### src/rtl/kdop_pkg.sv
// Shared types, constants and helpers of the k-DOP slab extent unit.
// No dependencies; imported by every module of the block.
package kdop_pkg;

    localparam int DATA_W        = 32;
    localparam int IDX_W         = 5;
    localparam int MARGIN_W      = 16;
    localparam int FRACTION_BITS = 8;
    localparam int DIR_MAX       = 26;

    // Margin reset: 0.1 rounded to the coordinate grid
    localparam logic [MARGIN_W-1:0] MARGIN_RESET =
        MARGIN_W'(((1 << FRACTION_BITS) * 10 + 50) / 100);

    // Diagonal coefficients, unsigned Q0.24
    localparam int                COEF_SHIFT  = 24;
    localparam logic [23:0]       COEF_EDGE   = 24'd11863283;
    localparam logic [23:0]       COEF_CORNER = 24'd9686330;

    localparam logic signed [DATA_W-1:0] S32_MIN = {1'b1, {(DATA_W-1){1'b0}}};

    // Register map
    localparam logic [2:0] ADDR_MARGIN = 3'd0;

    // Direction component signs
    localparam logic [1:0] SGN_ZERO = 2'b00;
    localparam logic [1:0] SGN_POS  = 2'b01;
    localparam logic [1:0] SGN_NEG  = 2'b11;

    // Direction kinds
    localparam logic [1:0] KIND_AXIS   = 2'd0;
    localparam logic [1:0] KIND_EDGE   = 2'd1;
    localparam logic [1:0] KIND_CORNER = 2'd2;

    typedef struct packed {
        logic [1:0] sx;
        logic [1:0] sy;
        logic [1:0] sz;
        logic [1:0] kind;
    } t_dir;

    // Snapshot queue status seen by both sides
    typedef struct packed {
        logic full;
        logic empty;
    } t_q_stat;

    // Fixed direction table, in output order
    function automatic t_dir dir_entry(input logic [IDX_W-1:0] idx);
        t_dir d;
        case (idx)
            5'd0:  d = '{SGN_POS,  SGN_ZERO, SGN_ZERO, KIND_AXIS};
            5'd1:  d = '{SGN_NEG,  SGN_ZERO, SGN_ZERO, KIND_AXIS};
            5'd2:  d = '{SGN_ZERO, SGN_POS,  SGN_ZERO, KIND_AXIS};
            5'd3:  d = '{SGN_ZERO, SGN_NEG,  SGN_ZERO, KIND_AXIS};
            5'd4:  d = '{SGN_ZERO, SGN_ZERO, SGN_POS,  KIND_AXIS};
            5'd5:  d = '{SGN_ZERO, SGN_ZERO, SGN_NEG,  KIND_AXIS};
            5'd6:  d = '{SGN_ZERO, SGN_POS,  SGN_POS,  KIND_EDGE};
            5'd7:  d = '{SGN_ZERO, SGN_NEG,  SGN_NEG,  KIND_EDGE};
            5'd8:  d = '{SGN_ZERO, SGN_POS,  SGN_NEG,  KIND_EDGE};
            5'd9:  d = '{SGN_ZERO, SGN_NEG,  SGN_POS,  KIND_EDGE};
            5'd10: d = '{SGN_POS,  SGN_ZERO, SGN_POS,  KIND_EDGE};
            5'd11: d = '{SGN_NEG,  SGN_ZERO, SGN_NEG,  KIND_EDGE};
            5'd12: d = '{SGN_POS,  SGN_ZERO, SGN_NEG,  KIND_EDGE};
            5'd13: d = '{SGN_NEG,  SGN_ZERO, SGN_POS,  KIND_EDGE};
            5'd14: d = '{SGN_POS,  SGN_POS,  SGN_ZERO, KIND_EDGE};
            5'd15: d = '{SGN_NEG,  SGN_NEG,  SGN_ZERO, KIND_EDGE};
            5'd16: d = '{SGN_POS,  SGN_NEG,  SGN_ZERO, KIND_EDGE};
            5'd17: d = '{SGN_NEG,  SGN_POS,  SGN_ZERO, KIND_EDGE};
            5'd18: d = '{SGN_POS,  SGN_POS,  SGN_POS,  KIND_CORNER};
            5'd19: d = '{SGN_POS,  SGN_POS,  SGN_NEG,  KIND_CORNER};
            5'd20: d = '{SGN_POS,  SGN_NEG,  SGN_POS,  KIND_CORNER};
            5'd21: d = '{SGN_POS,  SGN_NEG,  SGN_NEG,  KIND_CORNER};
            5'd22: d = '{SGN_NEG,  SGN_POS,  SGN_POS,  KIND_CORNER};
            5'd23: d = '{SGN_NEG,  SGN_POS,  SGN_NEG,  KIND_CORNER};
            5'd24: d = '{SGN_NEG,  SGN_NEG,  SGN_POS,  KIND_CORNER};
            5'd25: d = '{SGN_NEG,  SGN_NEG,  SGN_NEG,  KIND_CORNER};
            default: d = '{SGN_ZERO, SGN_ZERO, SGN_ZERO, KIND_AXIS};
        endcase
        return d;
    endfunction

    // Clamp a wide signed value to the 32-bit signed range
    function automatic logic signed [DATA_W-1:0] sat32(input logic signed [63:0] v);
        logic signed [DATA_W-1:0] r;
        if (v > 64'sh0000_0000_7FFF_FFFF) begin
            r = {1'b0, {(DATA_W-1){1'b1}}};
        end else if (v < 64'shFFFF_FFFF_8000_0000) begin
            r = S32_MIN;
        end else begin
            r = v[DATA_W-1:0];
        end
        return r;
    endfunction

endpackage

### src/rtl/kdop_back.sv
// Back end: walks the head snapshot one direction per cycle while pop is held,
// adds the margin with saturation and registers each result. Uses kdop_pkg.
module kdop_back import kdop_pkg::*; #(
    parameter int DIRECTION_COUNT = 26
) (
    input  logic                                   i_clk,
    input  logic                                   i_rst_n,
    input  t_q_stat                                i_q_stat,
    input  logic [DIRECTION_COUNT-1:0][DATA_W-1:0] i_head,
    input  logic [MARGIN_W-1:0]                    i_margin,
    output logic                                   o_q_pop,
    input  logic                                   i_pop,
    output logic                                   o_empty,
    output logic [IDX_W-1:0]                       o_direction_index,
    output logic signed [DATA_W-1:0]               o_slab_distance,
    output logic                                   o_last_direction
);

    localparam int SEL_W = $clog2(DIRECTION_COUNT);
    localparam logic [SEL_W-1:0] LAST_POS = SEL_W'(DIRECTION_COUNT - 1);

    logic [SEL_W-1:0]         r_pos;
    logic                     r_out_valid;
    logic [IDX_W-1:0]         r_out_idx;
    logic signed [DATA_W-1:0] r_out_dist;
    logic                     r_out_last;
    logic                     w_load;
    logic                     w_at_last;
    logic signed [DATA_W-1:0] w_word;
    logic signed [63:0]       w_sum;

    // Load a new result when the output slot frees up
    assign w_load    = !i_q_stat.empty && (!r_out_valid || i_pop);
    assign w_at_last = (r_pos == LAST_POS);
    assign o_q_pop   = w_load && w_at_last;

    assign w_word = i_head[r_pos];
    assign w_sum  = {{(64-DATA_W){w_word[DATA_W-1]}}, w_word} + 64'(i_margin);

    // Step through directions of the head snapshot
    always_ff @(posedge i_clk) begin
        if (!i_rst_n) begin
            r_pos       <= '0;
            r_out_valid <= 1'b0;
        end else begin
            if (w_load) begin
                r_pos <= w_at_last ? '0 : r_pos + 1'b1;
            end
            if (w_load) begin
                r_out_valid <= 1'b1;
            end else if (i_pop) begin
                r_out_valid <= 1'b0;
            end
        end
    end

    // Hold the result payload
    always_ff @(posedge i_clk) begin
        if (w_load) begin
            r_out_idx  <= IDX_W'(r_pos);
            r_out_dist <= sat32(w_sum);
            r_out_last <= w_at_last;
        end
    end

    assign o_empty           = !r_out_valid;
    assign o_direction_index = r_out_idx;
    assign o_slab_distance   = r_out_dist;
    assign o_last_direction  = r_out_last;

endmodule

### config.mk
export PLATFORM = sky130hd
export DESIGN_NAME = kdop_back
export DESIGN_NICKNAME = d
export VERILOG_FILES = /design/src/rtl/kdop_pkg.sv /design/src/rtl/kdop_back.sv
export SDC_FILE = /design/constraint.sdc
export NUM_CORES = 1
export LEC_CHECK = 0
export ABC_AREA = 1
export ABC_CLOCK_PERIOD_IN_PS = 4900
export BUFFER_PORTS_ARGS = -buffer_cell sky130_fd_sc_hd__buf_2
export CAP_MARGIN = 10
export CORE_AREA = 2 2 349 351
export DETAILED_ROUTE_END_ITERATION = 8
export DIE_AREA = 0 0 351 353
export PLACE_DENSITY = 0.3
export SYNTH_ARGS = -nofsm -noshare
export SYNTH_HDL_FRONTEND = slang
export SYNTH_SLANG_ARGS = --single-unit
### constraint.sdc
create_clock -name i_clk -period 4.9 [get_ports i_clk]
set_clock_uncertainty 0.15 [all_clocks]
set_input_delay 0.49 -clock i_clk [delete_from_list [all_inputs] [get_ports i_clk]]
set_output_delay 0.49 -clock i_clk [all_outputs]
set_load 0.01 [all_outputs]
==> results by group <==
Status
  • Status: completed

GRT
  • Pin count of the biggest net entering global routing: 136
  • GRT overflow: 0
  • Vias in the first global route: 18200
  • Overall Global Routing Usage: 0.163
  • First-pass GRT wire length: 142 mm
  • Initial antenna violation count: 73

Synthesis
  • Synth unique cells: 43
  • Predominant post-synthesis flop cell: edfxtp_1
  • Mean Syn Cell Area: 5.10 µm²
  • YS warnings: 0
  • Synth Register Bits: 44
  • Cell area after synthesis: 11500 µm²
  • Part of the Yosys area used for sequential elements: 0.110
  • EDFF count, synth: 38
  • Synthesized net count: 3117
  • Ys async rst share: 0
  • Gate count of the mapped netlist: 2245

Job
  • Max-Cap Viols: 0

Routing
  • Final wirelength: 107 mm
  • DRT iter0 DRCs: 1143
  • Routed vias: 18100
  • Detailed Routing Iterations Pass 1: 5
  • Drt via density: 3.85
  • WL/cell: 22.8 µm
  • DRC viols: 0
  • Post-DRT Antenna Nets: 0

Floorplan
  • # IOs: 893
  • Die H: 353 µm
  • Core region area: 121000 µm²
  • Chip width: 351 µm
  • Core Rows: 128
  • Total die area: 124000 µm²
  • Initial core utilization: 0.0950

Timing
  • RSZ-0062 raised after global routing: false
  • Final max-slew violation count: 0
  • Final Cycle Share: 0.914
  • Final hold viol count: 0
  • Setup TNS: 0 ns
  • Fin Hold WS: 0.282 ns
  • Achievable Freq: 0.223 GHz
  • Setup violations, final: 0
  • Worst setup margin: 0.423 ns
  • Fin crit period: 4.48 ns
  • Worst rel slew slack: 0.437
  • Slew at the pin with the worst max-slew slack: 0.836 ns

Critical path
  • Worst Setup End Kind: flip-flop
  • Most frequent CP cell: nand2_1
  • CP startpoint: r_pos[0]
  • Startpoint class of the critical path: flip-flop
  • Flop-to-flop setup slack: 0.42 ns
  • FF-to-FF path depth: 20
  • CP max stage cell: dfxtp_4
  • FF-to-FF End: o_slab_distance[28]
  • Slowest stage delay, CP: 0.48 ns
  • Critical-path cell list: buf_16 -> buf_4 -> buf_4 -> o21ai_0 -> o221ai_1 -> o211ai_1 -> o311ai_0 -> nand2_1 -> fa_1 -> o211ai_1 -> a21o_1 -> nand2_1 -> nand2_1 -> inv_1 -> nor2_4 -> nand3_1 -> nand2_4 -> buf_4 -> o21ai_0 -> nand2_1
  • WP data required: 4.92 ns
  • Crit Reg-Reg Startpoint: r_pos[0]
  • CP Capture Point: o_slab_distance[28]
  • Crit path kind: flip-flop to flip-flop
  • Biggest fanout along the worst timing path: 51
  • Critical path data arrival time: 4.49 ns

Worst hold path
  • Hold Crit Depth: 2
  • HP Class: primary input to flip-flop

Cells and area
  • Share of layout cells above drive strength 1: 0.335
  • # nets final: 3926
  • Syn-to-layout area delta: 58.5%
  • Area occupied by multi-input gates: 8550 µm²
  • Sequential Area: 1270 µm²
  • Filler cell count in the final layout: 14600

Clock tree
  • H-tree depth: 2
  • Clock transition at path regs: 0.07 ns
  • TritonCTS clock tree: yes
  • Clock root buffer master: clkbuf_16
  • Clock Latency Late Sink: 0.30 ns
  • CTS Buffer Depth: 2
  • CTS Sinks: 44
  • CTS Buf Count: 5

Power
  • Power Density: 162 nW/µm²
  • Max VDD drop: 0.126 mV
  • Static Leak: 9.50 nW

Placed design
  • Pre-CTS WS: 0.0567 ns
  • DP HPWL: 89.5 mm
  • Port Buf Inserts: 891
  • GP Congestion: 0.871
-- critical path, delay by kind of cell, from the launching register on --
family / cells / cell delay (ns)
adder cells (fa/ha/maj): 1 / 0.47
buffers and inverters: 5 / 1.01
flip-flops: 1 / 0.48
AO/OA/AOI/OAI: 7 / 1.14
AND/OR/NAND/NOR: 7 / 1.01
-- final cells by class --
| class | instances | area share |
|---|---|---|
| Tap cell | 1625 | 0.112 |
| Antenna cell | 17 | 0.00234 |
| Timing Repair Buffer | 973 | 0.291 |
| Inverter | 199 | 0.0436 |
| Multi-Input combinational cell | 1830 | 0.471 |
| Timing Repair inverter | 1 | 0.000620 |
| Clock inverter | 3 | 0.00234 |
| Clock buffer | 5 | 0.00689 |
| Sequential cell | 44 | 0.0701 |
-- synthesized netlist by cell type, types with 18 or more instances --
| cell | number | area share |
|---|---|---|
| nand2_1 | 712 | 0.23 |
| nor2_1 | 378 | 0.12 |
| o21ai_0 | 228 | 0.10 |
| nand3_1 | 220 | 0.096 |
| inv_1 | 193 | 0.063 |
| clkbuf_1 | 64 | 0.021 |
| buf_2 | 55 | 0.024 |
| a21oi_1 | 54 | 0.024 |
| o221ai_1 | 42 | 0.032 |
| edfxtp_1 | 38 | 0.10 |
| o22ai_1 | 36 | 0.020 |
| buf_6 | 20 | 0.020 |
| o211ai_1 | 20 | 0.013 |
| buf_4 | 19 | 0.012 |
| ha_1 | 18 | 0.020 |
-- per-stage QoR --
step	utilization	area (µm²)	power [mW]	instances
floorplan	-	11500	1.57	2245
CTS	0.149	18000	2.99	4673
finish	0.151	18200	2.93	4697
global placement	0.148	17800	2.57	4665
global route	0.150	18100	3.20	4689
detailed placement	0.148	17800	2.57	4665
-- cell families (layout without fill, tap and decap cells) --
group                      count (synthesis)  in the layout  synth area share
xor gates and xnor gates                  24             24            0.0183
and+or+nand+nor                         1348           1348             0.476
adders and majority gates                 19             19            0.0214
buffers and inverters                    371           1181             0.149
DFF                                       44             44             0.110
AOI/OAI and AO/OA                        439            439             0.225
other                                      0             17                 0
-- power by group --
part / internal [mW] / switching (mW)
Combinational: 0.764 / 1.24
Clock: 0.241 / 0.168
Sequential: 0.488 / 0.0349
Total: 1.49 / 1.44
-- per-layer routing --
metal | vias up | GRT usage | part of all wire
met4 | 18 | 0.0170 | 0.014
li1 | 8961 | - | -
met1 | 8301 | 0.180 | 0.39
met2 | 685 | 0.328 | 0.55
met5 | - | 0 | 0.0011
met3 | 136 | 0.0238 | 0.052
-- sequential cells by signal, indices dropped and copies added, names as in the netlist --
register	cells
o_last_direction	1
o_direction_index	5
r_pos	5
o_slab_distance	32
r_out_valid	1
-- worst min path at each step --
stage	slack [ns]	start	end
2_1_floorplan	0.28	r_pos[2]	o_direction_index[2]
3_3_place_gp	0.37	r_out_valid	r_out_valid
3_5_place_dp	0.37	r_out_valid	r_out_valid
4_1_cts	0.27	i_q_stat[0]	r_out_valid
5_1_grt	0.28	i_q_stat[0]	r_out_valid
6_report	0.28	i_q_stat[0]	r_out_valid
-- cells in the final DEF, fill, tap and decap left out, types with 13 or more instances in the layout --
master,synthesis,layout
inv_1,193,191
xnor2_1,13,13
diode_2,0,17
nand2_2,14,13
nor2_1,378,378
buf_4,19,65
nand3_1,220,220
nand2_1,712,712
o21ai_0,228,225
edfxtp_1,38,38
a21oi_1,54,53
o21ai_1,12,15
o221ai_1,42,40
o211ai_1,20,20
ha_1,18,18
buf_2,55,891
buf_12,0,15
o22ai_1,36,36
-- repair_timing --
item | in CTS | in global routing
setup endpoints to repair | 0 | 32
buffers inserted | 0 | 6
resized for setup | 0 | 15
hold buffers | 0 | 0
Power figures use the tool's default switching activity.
