`src/rtl/kdop_pkg.sv`:
```
// Shared types, constants and helpers of the k-DOP slab extent unit.
// No dependencies; imported by every module of the block.
package kdop_pkg;

    localparam int DATA_W        = 32;
    localparam int IDX_W         = 5;
    localparam int MARGIN_W      = 16;
    localparam int FRACTION_BITS = 8;
    localparam int DIR_MAX       = 26;

    // Margin reset: 0.1 rounded to the coordinate grid
    localparam logic [MARGIN_W-1:0] MARGIN_RESET =
        MARGIN_W'(((1 << FRACTION_BITS) * 10 + 50) / 100);

    // Diagonal coefficients, unsigned Q0.24
    localparam int                COEF_SHIFT  = 24;
    localparam logic [23:0]       COEF_EDGE   = 24'd11863283;
    localparam logic [23:0]       COEF_CORNER = 24'd9686330;

    localparam logic signed [DATA_W-1:0] S32_MIN = {1'b1, {(DATA_W-1){1'b0}}};

    // Register map
    localparam logic [2:0] ADDR_MARGIN = 3'd0;

    // Direction component signs
    localparam logic [1:0] SGN_ZERO = 2'b00;
    localparam logic [1:0] SGN_POS  = 2'b01;
    localparam logic [1:0] SGN_NEG  = 2'b11;

    // Direction kinds
    localparam logic [1:0] KIND_AXIS   = 2'd0;
    localparam logic [1:0] KIND_EDGE   = 2'd1;
    localparam logic [1:0] KIND_CORNER = 2'd2;

    typedef struct packed {
        logic [1:0] sx;
        logic [1:0] sy;
        logic [1:0] sz;
        logic [1:0] kind;
    } t_dir;

    // Snapshot queue status seen by both sides
    typedef struct packed {
        logic full;
        logic empty;
    } t_q_stat;

    // Fixed direction table, in output order
    function automatic t_dir dir_entry(input logic [IDX_W-1:0] idx);
        t_dir d;
        case (idx)
            5'd0:  d = '{SGN_POS,  SGN_ZERO, SGN_ZERO, KIND_AXIS};
            5'd1:  d = '{SGN_NEG,  SGN_ZERO, SGN_ZERO, KIND_AXIS};
            5'd2:  d = '{SGN_ZERO, SGN_POS,  SGN_ZERO, KIND_AXIS};
            5'd3:  d = '{SGN_ZERO, SGN_NEG,  SGN_ZERO, KIND_AXIS};
            5'd4:  d = '{SGN_ZERO, SGN_ZERO, SGN_POS,  KIND_AXIS};
            5'd5:  d = '{SGN_ZERO, SGN_ZERO, SGN_NEG,  KIND_AXIS};
            5'd6:  d = '{SGN_ZERO, SGN_POS,  SGN_POS,  KIND_EDGE};
            5'd7:  d = '{SGN_ZERO, SGN_NEG,  SGN_NEG,  KIND_EDGE};
            5'd8:  d = '{SGN_ZERO, SGN_POS,  SGN_NEG,  KIND_EDGE};
            5'd9:  d = '{SGN_ZERO, SGN_NEG,  SGN_POS,  KIND_EDGE};
            5'd10: d = '{SGN_POS,  SGN_ZERO, SGN_POS,  KIND_EDGE};
            5'd11: d = '{SGN_NEG,  SGN_ZERO, SGN_NEG,  KIND_EDGE};
            5'd12: d = '{SGN_POS,  SGN_ZERO, SGN_NEG,  KIND_EDGE};
            5'd13: d = '{SGN_NEG,  SGN_ZERO, SGN_POS,  KIND_EDGE};
            5'd14: d = '{SGN_POS,  SGN_POS,  SGN_ZERO, KIND_EDGE};
            5'd15: d = '{SGN_NEG,  SGN_NEG,  SGN_ZERO, KIND_EDGE};
            5'd16: d = '{SGN_POS,  SGN_NEG,  SGN_ZERO, KIND_EDGE};
            5'd17: d = '{SGN_NEG,  SGN_POS,  SGN_ZERO, KIND_EDGE};
            5'd18: d = '{SGN_POS,  SGN_POS,  SGN_POS,  KIND_CORNER};
            5'd19: d = '{SGN_POS,  SGN_POS,  SGN_NEG,  KIND_CORNER};
            5'd20: d = '{SGN_POS,  SGN_NEG,  SGN_POS,  KIND_CORNER};
            5'd21: d = '{SGN_POS,  SGN_NEG,  SGN_NEG,  KIND_CORNER};
            5'd22: d = '{SGN_NEG,  SGN_POS,  SGN_POS,  KIND_CORNER};
            5'd23: d = '{SGN_NEG,  SGN_POS,  SGN_NEG,  KIND_CORNER};
            5'd24: d = '{SGN_NEG,  SGN_NEG,  SGN_POS,  KIND_CORNER};
            5'd25: d = '{SGN_NEG,  SGN_NEG,  SGN_NEG,  KIND_CORNER};
            default: d = '{SGN_ZERO, SGN_ZERO, SGN_ZERO, KIND_AXIS};
        endcase
        return d;
    endfunction

    // Clamp a wide signed value to the 32-bit signed range
    function automatic logic signed [DATA_W-1:0] sat32(input logic signed [63:0] v);
        logic signed [DATA_W-1:0] r;
        if (v > 64'sh0000_0000_7FFF_FFFF) begin
            r = {1'b0, {(DATA_W-1){1'b1}}};
        end else if (v < 64'shFFFF_FFFF_8000_0000) begin
            r = S32_MIN;
        end else begin
            r = v[DATA_W-1:0];
        end
        return r;
    endfunction

endpackage

```
`src/rtl/kdop_snapq.sv`:
```
// Two-entry queue of finished maxima snapshots between front and back.
// Uses kdop_pkg for widths and the status struct.
module kdop_snapq import kdop_pkg::*; #(
    parameter int DIRECTION_COUNT = 26
) (
    input  logic                                   i_clk,
    input  logic                                   i_rst_n,
    input  logic                                   i_push,
    input  logic [DIRECTION_COUNT-1:0][DATA_W-1:0] i_row,
    input  logic                                   i_pop,
    output logic [DIRECTION_COUNT-1:0][DATA_W-1:0] o_head,
    output t_q_stat                                o_stat
);

    logic [DIRECTION_COUNT-1:0][DATA_W-1:0] r_row [2];
    logic       r_wr_ptr;
    logic       r_rd_ptr;
    logic [1:0] r_cnt;

    assign o_stat.full  = (r_cnt == 2'd2);
    assign o_stat.empty = (r_cnt == 2'd0);
    assign o_head       = r_row[r_rd_ptr];

    // Track pointers and fill level
    always_ff @(posedge i_clk) begin
        if (!i_rst_n) begin
            r_wr_ptr <= 1'b0;
            r_rd_ptr <= 1'b0;
            r_cnt    <= 2'd0;
        end else begin
            if (i_push) begin
                r_wr_ptr <= ~r_wr_ptr;
            end
            if (i_pop) begin
                r_rd_ptr <= ~r_rd_ptr;
            end
            r_cnt <= r_cnt + 2'(i_push) - 2'(i_pop);
        end
    end

    // Store a snapshot row
    always_ff @(posedge i_clk) begin
        if (i_push) begin
            r_row[r_wr_ptr] <= i_row;
        end
    end

endmodule

```
`config.mk`:
```
export PLATFORM = sky130hd
export DESIGN_NAME = kdop_snapq
export DESIGN_NICKNAME = d
export VERILOG_FILES = /design/src/rtl/kdop_pkg.sv /design/src/rtl/kdop_snapq.sv
export SDC_FILE = /design/constraint.sdc
export NUM_CORES = 1
export LEC_CHECK = 0
export ABC_CLOCK_PERIOD_IN_PS = 106600
export BUFFER_PORTS_ARGS = -buffer_cell sky130_fd_sc_hd__buf_4
export CELL_PAD_IN_SITES_DETAIL_PLACEMENT = 1
export CELL_PAD_IN_SITES_GLOBAL_PLACEMENT = 1
export CORE_AREA = 3 3 657 659
export DETAILED_ROUTE_END_ITERATION = 8
export DIE_AREA = 0 0 660 662
export GPL_TIMING_DRIVEN = 0
export HOLD_SLACK_MARGIN = 0.15
export PLACE_DENSITY = 0.38
export SYNTH_ARGS = -nofsm -noshare
export SYNTH_HDL_FRONTEND = slang
export SYNTH_SLANG_ARGS = --single-unit
```
`constraint.sdc`:
```
create_clock -name i_clk -period 106.6 [get_ports i_clk]
set_clock_uncertainty 0.05 [all_clocks]
set_input_delay 21.32 -clock i_clk [delete_from_list [all_inputs] [get_ports i_clk]]
set_output_delay 21.32 -clock i_clk [all_outputs]
set_load 0.01 [all_outputs]
```
==> summary.md, run 1 <==
| Metric | Value |
|---|---|
| Synthesized cell area | `0.0623 mm2` |
| Setup TNS | `0 ns` |
| R2R depth | `11` |
| PostCTS Resize Cnt | `0` |
| DIE AREA | `approximately 0.44 mm2` |
| Crit share post-route | `23.0%` |
| Leak pwr | `0.0330 uW` |
| Setup Viol. Count Final | `0` |
| Post-DRT Antenna Nets | `0` |
| Final Max Slew Viols | `0` |
| Gate Count Post-Synth | `about 2.6k` |
| Layout cells sized above 1 | `62.2%` |
| Final #Nets | `5,388` |
| IO Count | `1,670` |
| Area growth syn-to-layout | `44.4%` |
| CTS root buffer | `clkbuf_16` |
| Multi-input logic area | `about 0.011 mm2` |
| DP HPWL | `240 mm` |
| Cts bufs inserted | `215` |
| Max cap viols | `0` |
| CTS sink cnt | `1,669` |
| First-pass GRT wire length | `371 mm` |
| Peak supply drop | `0.0124 mV` |
| Pwr/cell area | `between 15 and 20 mW/mm2` |
| Dpl ws | `81.65 ns` |
| CP endpoint kind | `primary output` |
| Area of the core | `0.427 mm2` |
| Chip height | `between 600 and 700 um` |
| Avg WL per Cell | `28.4 um` |
| Class of the worst hold path | `flop to flop` |
| Site Rows | `240` |
| Rel. slew slack | `41.4%` |
| Max Clk Rate | `0.0408 GHz` |
| RSZ-0062 raised after global routing | `false` |
| Via density | `3.22` |
| First-pass DRT Iterations | `5` |
| Fill cell count | `46.0k` |
| RR Endpoint | `r_row[0][632]` |
| Register-to-register setup slack | `102.84 ns` |
| Worst EP arrival | `3.14 ns` |
| Syn. warnings | `0` |
| Clock-pin slew on the worst setup and hold paths | `about 0.050 ns` |
| DR iter-0 viols | `around 1.9k` |
| Final hold vios | `0` |
| Drt drc | `0` |
| WP data required | `85.23 ns` |
| Synth cell types | `17` |
| Count of input and output buffers | `approximately 1.7k` |
| Die W | `660 um` |
| Routability cong. | `0.781` |
| FF+latch count, synth | `1,669` |
| Initial antenna violation count | `between 100 and 150` |
| Syn_nets | `3,448` |
| Placed Cells incl. Taps | `10.0k` |
| CTS max path bufs | `4` |
| Sequential-to-total area share from yosys stat | `80.3%` |
| Setup bufs post-CTS | `0` |
| Crit path to | `o_head[692]` |
| TritonCTS clock tree | `done` |
| Commonest non-fill, non-tap cell in the layout | `buf_4` |
| Register Area | `0.0501 mm2` |
| Worst Setup Start Kind | `flop` |
| Worst Path Max Fanout | `10` |
| Reg2reg start | `r_wr_ptr` |
| Worst setup margin | `between 80 and 90 ns` |
| Total track usage | `12.9%` |
| Non-Filler Instances | `10.4k` |
| Initial core utilization | `14.6%` |
| Syn Area/Cell | `around 24 um2` |
| Routed vias | `33.6k` |
| WL final | `296 mm` |
| Grt total ovfl | `0` |
| Hold bufs inserted after CTS | `0` |
| Clock latency on the worst-skew pair | `0.90 ns` |
| Worst slew pin tran | `0.879 ns` |
| Shortest period the worst path allows | `about 25 ns` |
| Largest net degree at the start of global routing | `55` |
| Htree depth | `4` |
| Number of global-route vias before repair | `36.1k` |
| Most frequent cells in the layout | `buf_4 (1,699), edfxtp_1 (1,664), mux2_4 (480)` |
| Outcome | `finished, final reports clean` |
| Type of the worst setup path | `flop to primary output` |
==> registers in the layout, summed over array words and instances (netlist names), named ones only <==
name      cells
r_wr_ptr      1
r_cnt         2
r_rd_ptr      1
r_row      1664
==> power by group <==
group / internal (uW) / switching (uW) / leakage [uW]
sequential: 760 / 7.19 / 0.0157
clock: 403 / 300 / 0.00324
combinational: 114 / 127 / 0.0141
==> worst max-delay path: stages (launching register included) <==
cell and delay [ns]:
dfxtp_1 0.30, clkbuf_2 0.22, buf_6 0.37, buf_8 0.28, buf_6 0.34, mux2_4 0.34, buf_4 0.20
==> worst min path at each step <==
stage,endpoint,depth (start not counted),from
after global routing,r_rd_ptr,2,r_rd_ptr
after floorplan,flop,2,r_rd_ptr
after CTS,r_rd_ptr,2,r_rd_ptr
final,r_rd_ptr,2,r_rd_ptr
after detailed placement,r_rd_ptr,2,r_rd_ptr
after global placement,r_rd_ptr,2,r_rd_ptr
==> synthesized netlist by cell type (all sizes together) <==
cell    number  area, um2
nor2b        4       25.0
mux2       832      11200
clkbuf       1       5.00
inv          2       7.51
ha           2       25.0
dfxtp        5        100
xnor3        1       22.5
edfxtp    1664      50000
o21a         1       7.51
xor2         1       8.76
buf         92        963
and2         4       25.0
nor2         1       3.75
==> through the flow <==
| step | power, uW | hold WS [ns] | util, % | instance area [um2] |
|---|---|---|---|---|
| 3_5_place_dp | 1030 | 0.521 | 19.5 | 83200 |
| 2_1_floorplan | 917 | 0.505 | - | 62300 |
| 6_report | 1710 | 0.527 | 21.1 | 90000 |
| 4_1_cts | 1760 | 0.532 | 21.1 | 89900 |
| 5_1_grt | 1780 | 0.543 | 21.1 | 90000 |
| 3_3_place_gp | 1100 | 0.516 | 19.2 | 82000 |
==> per-layer routing <==
| layer | share of wire (%) | track usage (%) |
|---|---|---|
| met1 | 35 | 13.4 |
| met2 | 52 | 23.8 |
| met3 | 9.5 | 5.40 |
| met4 | 2.6 | 3.42 |
| met5 | 0.15 | 0 |
==> kinds of logic after synthesis <==
| family | Yosys count | share of synthesized area, % |
|---|---|---|
| fa+ha+maj | 2 | 0.0401 |
| xor+xnor | 2 | 0.0502 |
| compound gates | 1 | 0.0120 |
| flops | 1669 | 80.3 |
| buf+inv | 95 | 1.57 |
| mux | 832 | 17.9 |
| simple gates | 9 | 0.0863 |
==> layout make-up <==
cell class              instances  share of cell area [%]
diodes                         31                  0.0862
plain buffers                  93                    1.08
clock buffers                 265                    6.23
clock inverters               117                    1.23
inverters                       2                 0.00834
multi-input cells             846                    12.6
flip-flops and latches       1669                    55.6
well taps                    5687                    7.90
repair buffers               1723                    15.3
No activity file was read; power rests on OpenSTA's default activity.
==> run 2: changes to the inputs <==
--- a/config.mk
+++ b/config.mk
@@ -5,13 +5,14 @@
 export SDC_FILE = /design/constraint.sdc
 export NUM_CORES = 1
 export LEC_CHECK = 0
-export ABC_CLOCK_PERIOD_IN_PS = 106600
+export ABC_AREA = 1
+export ABC_CLOCK_PERIOD_IN_PS = 25700
 export BUFFER_PORTS_ARGS = -buffer_cell sky130_fd_sc_hd__buf_4
 export CELL_PAD_IN_SITES_DETAIL_PLACEMENT = 1
 export CELL_PAD_IN_SITES_GLOBAL_PLACEMENT = 1
-export CORE_AREA = 3 3 657 659
+export CORE_AREA = 3 3 656 658
 export DETAILED_ROUTE_END_ITERATION = 8
-export DIE_AREA = 0 0 660 662
+export DIE_AREA = 0 0 659 661
 export GPL_TIMING_DRIVEN = 0
 export HOLD_SLACK_MARGIN = 0.15
 export PLACE_DENSITY = 0.38
==> constraint.sdc (replaced) <==
create_clock -name i_clk -period 25.7 [get_ports i_clk]
set_clock_uncertainty 0.05 [all_clocks]
set_input_delay 5.14 -clock i_clk [delete_from_list [all_inputs] [get_ports i_clk]]
set_output_delay 5.14 -clock i_clk [all_outputs]
set_load 0.01 [all_outputs]
==> run 2 against run 1 <==
Routed wire length fell by 4.5%. Core utilization hardly changed. Via count is 0.27% lower. Clock power grew to 4.1 times the previous value. Synthesized area down 0.24%. Register-to-register slack got worse by 81 ns. Cell count decreased by 0.15%. Global-route usage shrank 0.52 points. Critical path depth down 1. Total power rose to 4.1 times the previous value.
==> summary.md, run 2 <==
| Metric | Value |
|---|---|
| Outcome | `finished, final reports clean` |
| Share of power burned in registers | `45.8% (+1.0 points)` |
| Final #Nets | `5,393 (+0.093%)` |
| Max cap viols | `0 (unchanged)` |
| Largest Register | `r_row` |
| Routed vias | `33.5k (-0.27%)` |
| Clock-pin slew on the worst setup and hold paths | `0.06 ns (about the same)` |
| Synth cell types | `13 (-4)` |
| Worst Setup Start Kind | `flop` |
| Setup TNS | `0 ns (unchanged)` |
| Initial core utilization | `14.7% (+0.046 points)` |
| Reg2reg start | `r_wr_ptr` |
| Hold Path End | `r_rd_ptr` |
| Clock latency on the worst-skew pair | `0.88 ns (-0.02 ns)` |
| Synthesized cell area | `0.0622 mm2 (-0.24%)` |
| R2R depth | `6 (-5)` |
| Hold depth | `2 (unchanged)` |
| Placed Cells incl. Taps | `10.0k (-0.20%)` |
| Setup bufs post-CTS | `0 (unchanged)` |
| First-pass GRT wire length | `360 mm (-3.0%)` |
| RSZ-0062 raised after global routing | `false` |
| Syn_nets | `3,460 (+0.35%)` |
| CTS root buffer | `clkbuf_16` |
| Commonest non-fill, non-tap cell in the layout | `buf_4` |
| Drt drc | `0 (unchanged)` |
| Cts bufs inserted | `216 (+0.47%)` |
| Area of the core | `0.424 mm2 (-0.56%)` |
| Worst Path Max Fanout | `10 (unchanged)` |
| Finished Cell Area | `0.0896 mm2 (-0.42%)` |
| Hold Slack | `0.465 ns (-0.0615 ns)` |
| Worst EP arrival | `3.09 ns (-0.05 ns)` |
| Top post-synthesis cells by count | `edfxtp_1 (1,664), mux2_4 (480), mux2_2 (352)` |
| Hold bufs inserted after CTS | `0 (unchanged)` |
| Cell Chain, Critical Path | `buf_2 > buf_2 > buf_2 > mux2_2 > buf_4` |
| Pwr/cell area | `77.6 mW/mm2 (+310%)` |
| Asr flop ratio synth | `0% (unchanged)` |
| FF+latch count, synth | `1,669 (unchanged)` |
| Gate Count Post-Synth | `2,622 (+0.46%)` |
| Clock share of power | `41.7% (+0.6 points)` |
| CP peak stage delay | `0.57 ns (+0.20 ns)` |
| Worst path slowest cell | `buf_2` |
| Worst slew pin tran | `0.953 ns (+0.0733 ns)` |
| First-pass DRT Iterations | `5 (unchanged)` |
| Crit share post-route | `32.2%` |
| Syn Area/Cell | `23.7 um2 (-0.70%)` |
| Chip height | `661 um (-0.15%)` |
| DR iter-0 viols | `1,775 (-6.4%)` |
| Rel. slew slack | `36.3% (-5.0 points)` |
| EDFF count, synth | `1,664 (unchanged)` |
| Most frequent cells in the layout | `buf_4 (1,669), edfxtp_1 (1,664), mux2_4 (480)` |
| Post-synthesis mux area share | `18.0% (+0.043 points)` |
| CTS max path bufs | `4 (unchanged)` |
| Largest net degree at the start of global routing | `105 (+91%)` |
| Largest regs | `r_row x1664, r_cnt x2` |
| Synth Area in XOR/XNOR | `0% (-0.050 points)` |
| Setup Viol. Count Final | `0 (unchanged)` |
| Adder-cell share of the synthesized area | `0.0402% (+0.000097 points)` |
| Final Max Slew Viols | `0 (unchanged)` |
| CP endpoint kind | `primary output` |
| Shortest period the worst path allows | `8.28 ns` |
| Dpl ws | `16.75 ns (-64.90 ns)` |
| Critical hold path startpoint | `r_rd_ptr` |
| Largest family of logic cells by synthesized area | `multiplexers` |
| Avg WL per Cell | `27.1 um (-4.4%)` |
| Peak supply drop | `0.0539 mV (+340%)` |
| Post-Synth Simple-Gate Area | `0.111% (+0.024 points)` |
| Type of the worst setup path | `flop to primary output` |
| Final hold vios | `0 (unchanged)` |
| Number of global-route vias before repair | `36.2k (+0.15%)` |
| Top-area cell type share of the netlist area | `80.4% (+0.19 points)` |
| Grt total ovfl | `0 (unchanged)` |
| Htree depth | `4 (unchanged)` |
| Compound-Gate Fraction of Synth Area | `0.00805% (-0.0040 points)` |
| Layout cells sized above 1 | `62.1% (-0.13 points)` |
| PostCTS Resize Cnt | `0 (unchanged)` |
| Net Sw Power | `1720 uW (+300%)` |
| Area contributors post-synth | `edfxtp_1 (80%), mux2_4 (12%), mux2_2 (6.4%)` |
| Class of the worst hold path | `flop to flop` |
| Logic gate share of total power | `12.5% (-1.6 points)` |
| Non-Filler Instances | `10.4k (-0.15%)` |
| Leak pwr | `0.0330 uW (-0.13%)` |
| Initial antenna violation count | `117 (-11%)` |
| Sw frac | `24.7% (-0.68 points)` |
| Count of input and output buffers | `1,669 (unchanged)` |
| Via density | `3.22 (-0.12%)` |
| Area growth syn-to-layout | `44.2%` |
| Most common cell on crit path | `buf_2` |
| Most common cell in the synthesized netlist | `edfxtp_1` |
| Area post-placement | `0.0828 mm2 (-0.45%)` |
| IO Count | `1,670 (unchanged)` |
| WL final | `283 mm (-4.5%)` |
| Die W | `659 um (-0.15%)` |
| Fill cell count | `45.7k (-0.70%)` |
| Post-DRT Antenna Nets | `0 (unchanged)` |
| TritonCTS clock tree | `done` |
| Power Internal | `5240 uW (+310%)` |
| DP HPWL | `226 mm (-6.0%)` |
| Max FFs per register | `1,664 (unchanged)` |
| Routability cong. | `0.803 (+2.8%)` |
| WP data required | `20.51 ns (-64.72 ns)` |
| Register-to-register setup slack | `21.69 ns (-81.15 ns)` |
| RR Endpoint | `r_row[1][408]` |
| Total track usage | `12.4% (-0.52 points)` |
| Site Rows | `239 (-0.42%)` |
| Primary FF master, synth | `edfxtp_1` |
| Synth area leader | `edfxtp_1` |
| Syn. warnings | `0 (unchanged)` |
| CTS sink cnt | `1,669 (unchanged)` |
| DIE AREA | `0.436 mm2 (-0.30%)` |
| Worst setup margin | `17.42 ns (-64.67 ns)` |
| Sequential-to-total area share from yosys stat | `80.5% (+0.19 points)` |
| Max Clk Rate | `0.121 GHz` |
-- run 2: changes by cell type after synthesis, sizes merged --
cell,change
nor2,+8
clkbuf,-1
inv,+5
o21a,-1
nand3,+1
xor2,-1
a21oi,+1
buf,+1
nor2b,-4
and2,-4
nand2,+8
xnor3,-1
-- run 2: logic make-up (layout without fill, tap and decap cells) --
family / after synthesis / in the layout
fa+ha+maj: 2 / 2
mux: 832 / 832
other cells: 0 / 24
simple gates: 18 / 18
flops: 1669 / 1669
buf+inv: 100 / 2208
compound gates: 1 / 1
-- run 2: critical path, delay by kind of cell (launching register included) --
| family | cells | cell delay, ns |
|---|---|---|
| flip-flops | 1 | 0.31 |
| multiplexers | 1 | 0.44 |
| buffers and inverters | 4 | 1.37 |
-- run 2: worst max-delay path by stage --
stage                     startpoint  depth (start not counted)       endpoint  slack (ns)
after floorplan               i_push                          2    r_row[1][0]        3.20
after global placement        i_push                          3  r_row[1][635]      -11.86
after detailed placement      i_push                         13  r_row[0][635]       16.75
after CTS                       flop                          5    o_head[176]       17.08
after global routing            flop                          5    o_head[176]       17.13
final                           flop                          5    o_head[176]       17.42
-- run 2: layout make-up --
type	instances	area, um2	area share, %
flip-flops and latches	1669	50100	55.9
repair buffers	1715	13600	15.1
multi-input cells	853	11300	12.6
well taps	5663	7090	7.90
clock buffers	262	5620	6.27
clock inverters	131	1120	1.25
plain buffers	93	818	0.913
diodes	24	60.1	0.0670
inverters	7	33.8	0.0377
-- run 2: per-stage QoR --
| step | total power (uW) | util, % |
|---|---|---|
| final | 6960 | 21.1 |
| after global routing | 7260 | 21.1 |
| after CTS | 7140 | 21.1 |
| after detailed placement | 4150 | 19.5 |
| after global placement | 4270 | 19.3 |
| after floorplan | 3670 | - |
-- run 2: power groups by stage --
stage               Sequential [uW]  Clock (uW)  Combinational (uW)
floorplan                      3320           0                 348
global placement               3400           0                 873
detailed placement             3250           0                 906
CTS                            3190        3040                 909
global route                   3200        3140                 924
finish                         3190        2900                 868
-- run 2: routing by layer --
layer | part of all wire, % | global-route usage (%)
met1 | 33 | 12.0
met2 | 55 | 24.1
met3 | 9.3 | 5.09
met4 | 2.4 | 2.83
met5 | 0.17 | 0
==> run 3: changes to the inputs <==
--- a/config.mk
+++ b/config.mk
@@ -5,14 +5,14 @@
 export SDC_FILE = /design/constraint.sdc
 export NUM_CORES = 1
 export LEC_CHECK = 0
-export ABC_AREA = 1
-export ABC_CLOCK_PERIOD_IN_PS = 25700
+export ABC_AREA = 0
+export ABC_CLOCK_PERIOD_IN_PS = 7800
 export BUFFER_PORTS_ARGS = -buffer_cell sky130_fd_sc_hd__buf_4
 export CELL_PAD_IN_SITES_DETAIL_PLACEMENT = 1
 export CELL_PAD_IN_SITES_GLOBAL_PLACEMENT = 1
-export CORE_AREA = 3 3 656 658
+export CORE_AREA = 3 3 657 659
 export DETAILED_ROUTE_END_ITERATION = 8
-export DIE_AREA = 0 0 659 661
+export DIE_AREA = 0 0 660 662
 export GPL_TIMING_DRIVEN = 0
 export HOLD_SLACK_MARGIN = 0.15
 export PLACE_DENSITY = 0.38
==> constraint.sdc (replaced) <==
create_clock -name i_clk -period 7.8 [get_ports i_clk]
set_clock_uncertainty 0.05 [all_clocks]
set_input_delay 1.56 -clock i_clk [delete_from_list [all_inputs] [get_ports i_clk]]
set_output_delay 1.56 -clock i_clk [all_outputs]
set_load 0.01 [all_outputs]
==> run 3 against run 2 <==
Core utilization barely moved. Clock-buffer cell count shrank 2. Non-clock buffer count is 9 higher. Flip-flop and latch count unchanged. Final area up 0.34%. Clock power grew to 3.3 times the previous value. Die area is 0.30% higher. Critical path depth stayed put. Register-to-register slack worse by 18 ns. Cell count rose by 0.15%. Global-route usage is 0.48 points higher. Total power grew to 3.3 times the previous value. Critical path type unchanged. Largest power group unchanged.
==> summary.md, run 3 (synthesized netlist as in run 1, its figures left out) <==
| Metric | Value |
|---|---|
| Outcome | `finished, final reports clean` |
| Max cap viols | `0 (unchanged)` |
| Area of the core | `0.427 mm2 (+0.56%)` |
| Worst slew pin tran | `0.848 ns (-0.104 ns)` |
| Initial antenna violation count | `154 (+32%)` |
| WL final | `295 mm (+4.2%)` |
| CP endpoint kind | `primary output` |
| Clock-pin slew on the worst setup and hold paths | `0.06 ns (about the same)` |
| Die W | `660 um (+0.15%)` |
| Type of the worst setup path | `flop to primary output` |
| Max Clk Rate | `0.222 GHz` |
| Grt total ovfl | `0 (unchanged)` |
| Leak pwr | `0.0330 uW (+0.13%)` |
| Final #Nets | `5,388 (-0.093%)` |
| DP HPWL | `240 mm (+6.0%)` |
| Via density | `3.21 (-0.27%)` |
| Worst setup margin | `3.29 ns (-14.13 ns)` |
| DR iter-0 viols | `1,829 (+3.0%)` |
| Area growth syn-to-layout | `44.3% (about the same)` |
| Total track usage | `12.9% (+0.48 points)` |
| Count of input and output buffers | `1,669 (unchanged)` |
| Commonest non-fill, non-tap cell in the layout | `buf_4` |
| CTS root buffer | `clkbuf_16` |
| Largest net degree at the start of global routing | `55 (-48%)` |
| Final Max Slew Viols | `0 (unchanged)` |
| CTS sink cnt | `1,669 (unchanged)` |
| Site Rows | `240 (+0.42%)` |
| Post-DRT Antenna Nets | `0 (unchanged)` |
| Worst EP arrival | `2.90 ns (-0.19 ns)` |
| Rel. slew slack | `43.5% (+7.1 points)` |
| Non-Filler Instances | `10.4k (+0.15%)` |
| Dpl ws | `2.81 ns (-13.95 ns)` |
| Worst Setup Start Kind | `flop` |
| Crit share post-route | `57.8%` |
| First-pass DRT Iterations | `5 (unchanged)` |
| Most frequent cells in the layout | `buf_4 (1,699), edfxtp_1 (1,664), mux2_4 (480)` |
| RSZ-0062 raised after global routing | `false` |
| Worst Path Max Fanout | `10 (unchanged)` |
| DIE AREA | `0.437 mm2 (+0.30%)` |
| Largest regs | `r_row x1664, r_cnt x2` |
| Pwr/cell area | `259 mW/mm2 (+230%)` |
| Routability cong. | `0.768 (-4.4%)` |
| TritonCTS clock tree | `done` |
| Setup bufs post-CTS | `0 (unchanged)` |
| Largest Register | `r_row` |
| Class of the worst hold path | `flop to flop` |
| Clock latency on the worst-skew pair | `0.90 ns (+0.02 ns)` |
| Setup Viol. Count Final | `0 (unchanged)` |
| Max FFs per register | `1,664 (unchanged)` |
| Chip height | `662 um (+0.15%)` |
| Placed Cells incl. Taps | `10.0k (+0.21%)` |
| First-pass GRT wire length | `370 mm (+2.9%)` |
| Final hold vios | `0 (unchanged)` |
| Routed vias | `33.5k (-0.12%)` |
| Number of global-route vias before repair | `36.3k (+0.39%)` |
| CTS max path bufs | `4 (unchanged)` |
| Shortest period the worst path allows | `4.51 ns` |
| Avg WL per Cell | `28.2 um (+4.1%)` |
| PostCTS Resize Cnt | `0 (unchanged)` |
| Peak supply drop | `0.187 mV (+250%)` |
| Htree depth | `4 (unchanged)` |
| Initial core utilization | `14.6% (-0.046 points)` |
| WP data required | `6.19 ns (-14.32 ns)` |
| Hold bufs inserted after CTS | `0 (unchanged)` |
| Layout cells sized above 1 | `62.3% (+0.19 points)` |
| Setup TNS | `0 ns (unchanged)` |
| Cts bufs inserted | `214 (-0.93%)` |
| IO Count | `1,670 (unchanged)` |
| Drt drc | `0 (unchanged)` |
| Fill cell count | `46.0k (+0.63%)` |
run 3: cell count changes in the layout (fill, tap and decap cells not counted), moves of 5 or more:
cell     change
buf_2       -31
buf_4       +30
buf_6       -20
buf_8       +20
nand2_1      -8
nor2_1       -7
buf_12       +5
run 3: routing by layer:
metal / vias up / part of all wire [%] / GRT usage (%)
li1: 14400 / - / -
met3: 477 / 9.2 / 5.42
met1: 17200 / 35 / 13.0
met2: 1287 / 53 / 24.0
met4: 66 / 2.6 / 3.51
met5: - / 0.15 / 0
run 3: report_power, final:
part	switching [uW]	internal (uW)	leakage, uW
registers	102	10400	0.0157
clock network	4080	5450	0.00324
logic	1710	1560	0.0141
total	5890	17400	0.0330
run 3: final timing paths:
kind / endpoint / slack, ns / cells past startpoint / from
worst max-delay path: o_head[245] / 3.29 / 5 / flop
worst max register to register: r_row[1][420] / 4.12 / 7 / r_wr_ptr
worst min-delay path: r_rd_ptr / 0.54 / 2 / r_rd_ptr
worst min register to register: r_rd_ptr / 0.54 / 2 / r_rd_ptr
run 3: cell type report:
cell class / instances / area [um2] / share of cell area (%)
clock inverter: 128 / 1120 / 1.24
inverter: 2 / 7.51 / 0.00835
sequential: 1669 / 50100 / 55.7
timing repair buffer: 1724 / 13800 / 15.3
multi-input combinational: 846 / 11300 / 12.6
clock buffer: 260 / 5540 / 6.16
buffer: 93 / 968 / 1.08
tap: 5687 / 7120 / 7.91
antenna: 24 / 60.1 / 0.0668
run 3: through the flow:
| stage | power [uW] | hold slack (ns) | instance area (um2) | util (%) |
|---|---|---|---|---|
| after floorplan | 12200 | 0.505 | 62300 | - |
| after global placement | 14300 | 0.519 | 82000 | 19.2 |
| after detailed placement | 14100 | 0.531 | 83200 | 19.5 |
| after CTS | 23900 | 0.541 | 89900 | 21.1 |
| after global routing | 24300 | 0.561 | 89900 | 21.1 |
| final | 23300 | 0.537 | 89900 | 21.1 |
run 3: critical path: stages, from the launching register on:
cell	delay, ns
dfxtp_1	0.30
clkbuf_2	0.13
buf_2	0.59
buf_4	0.33
mux2_2	0.43
buf_4	0.17
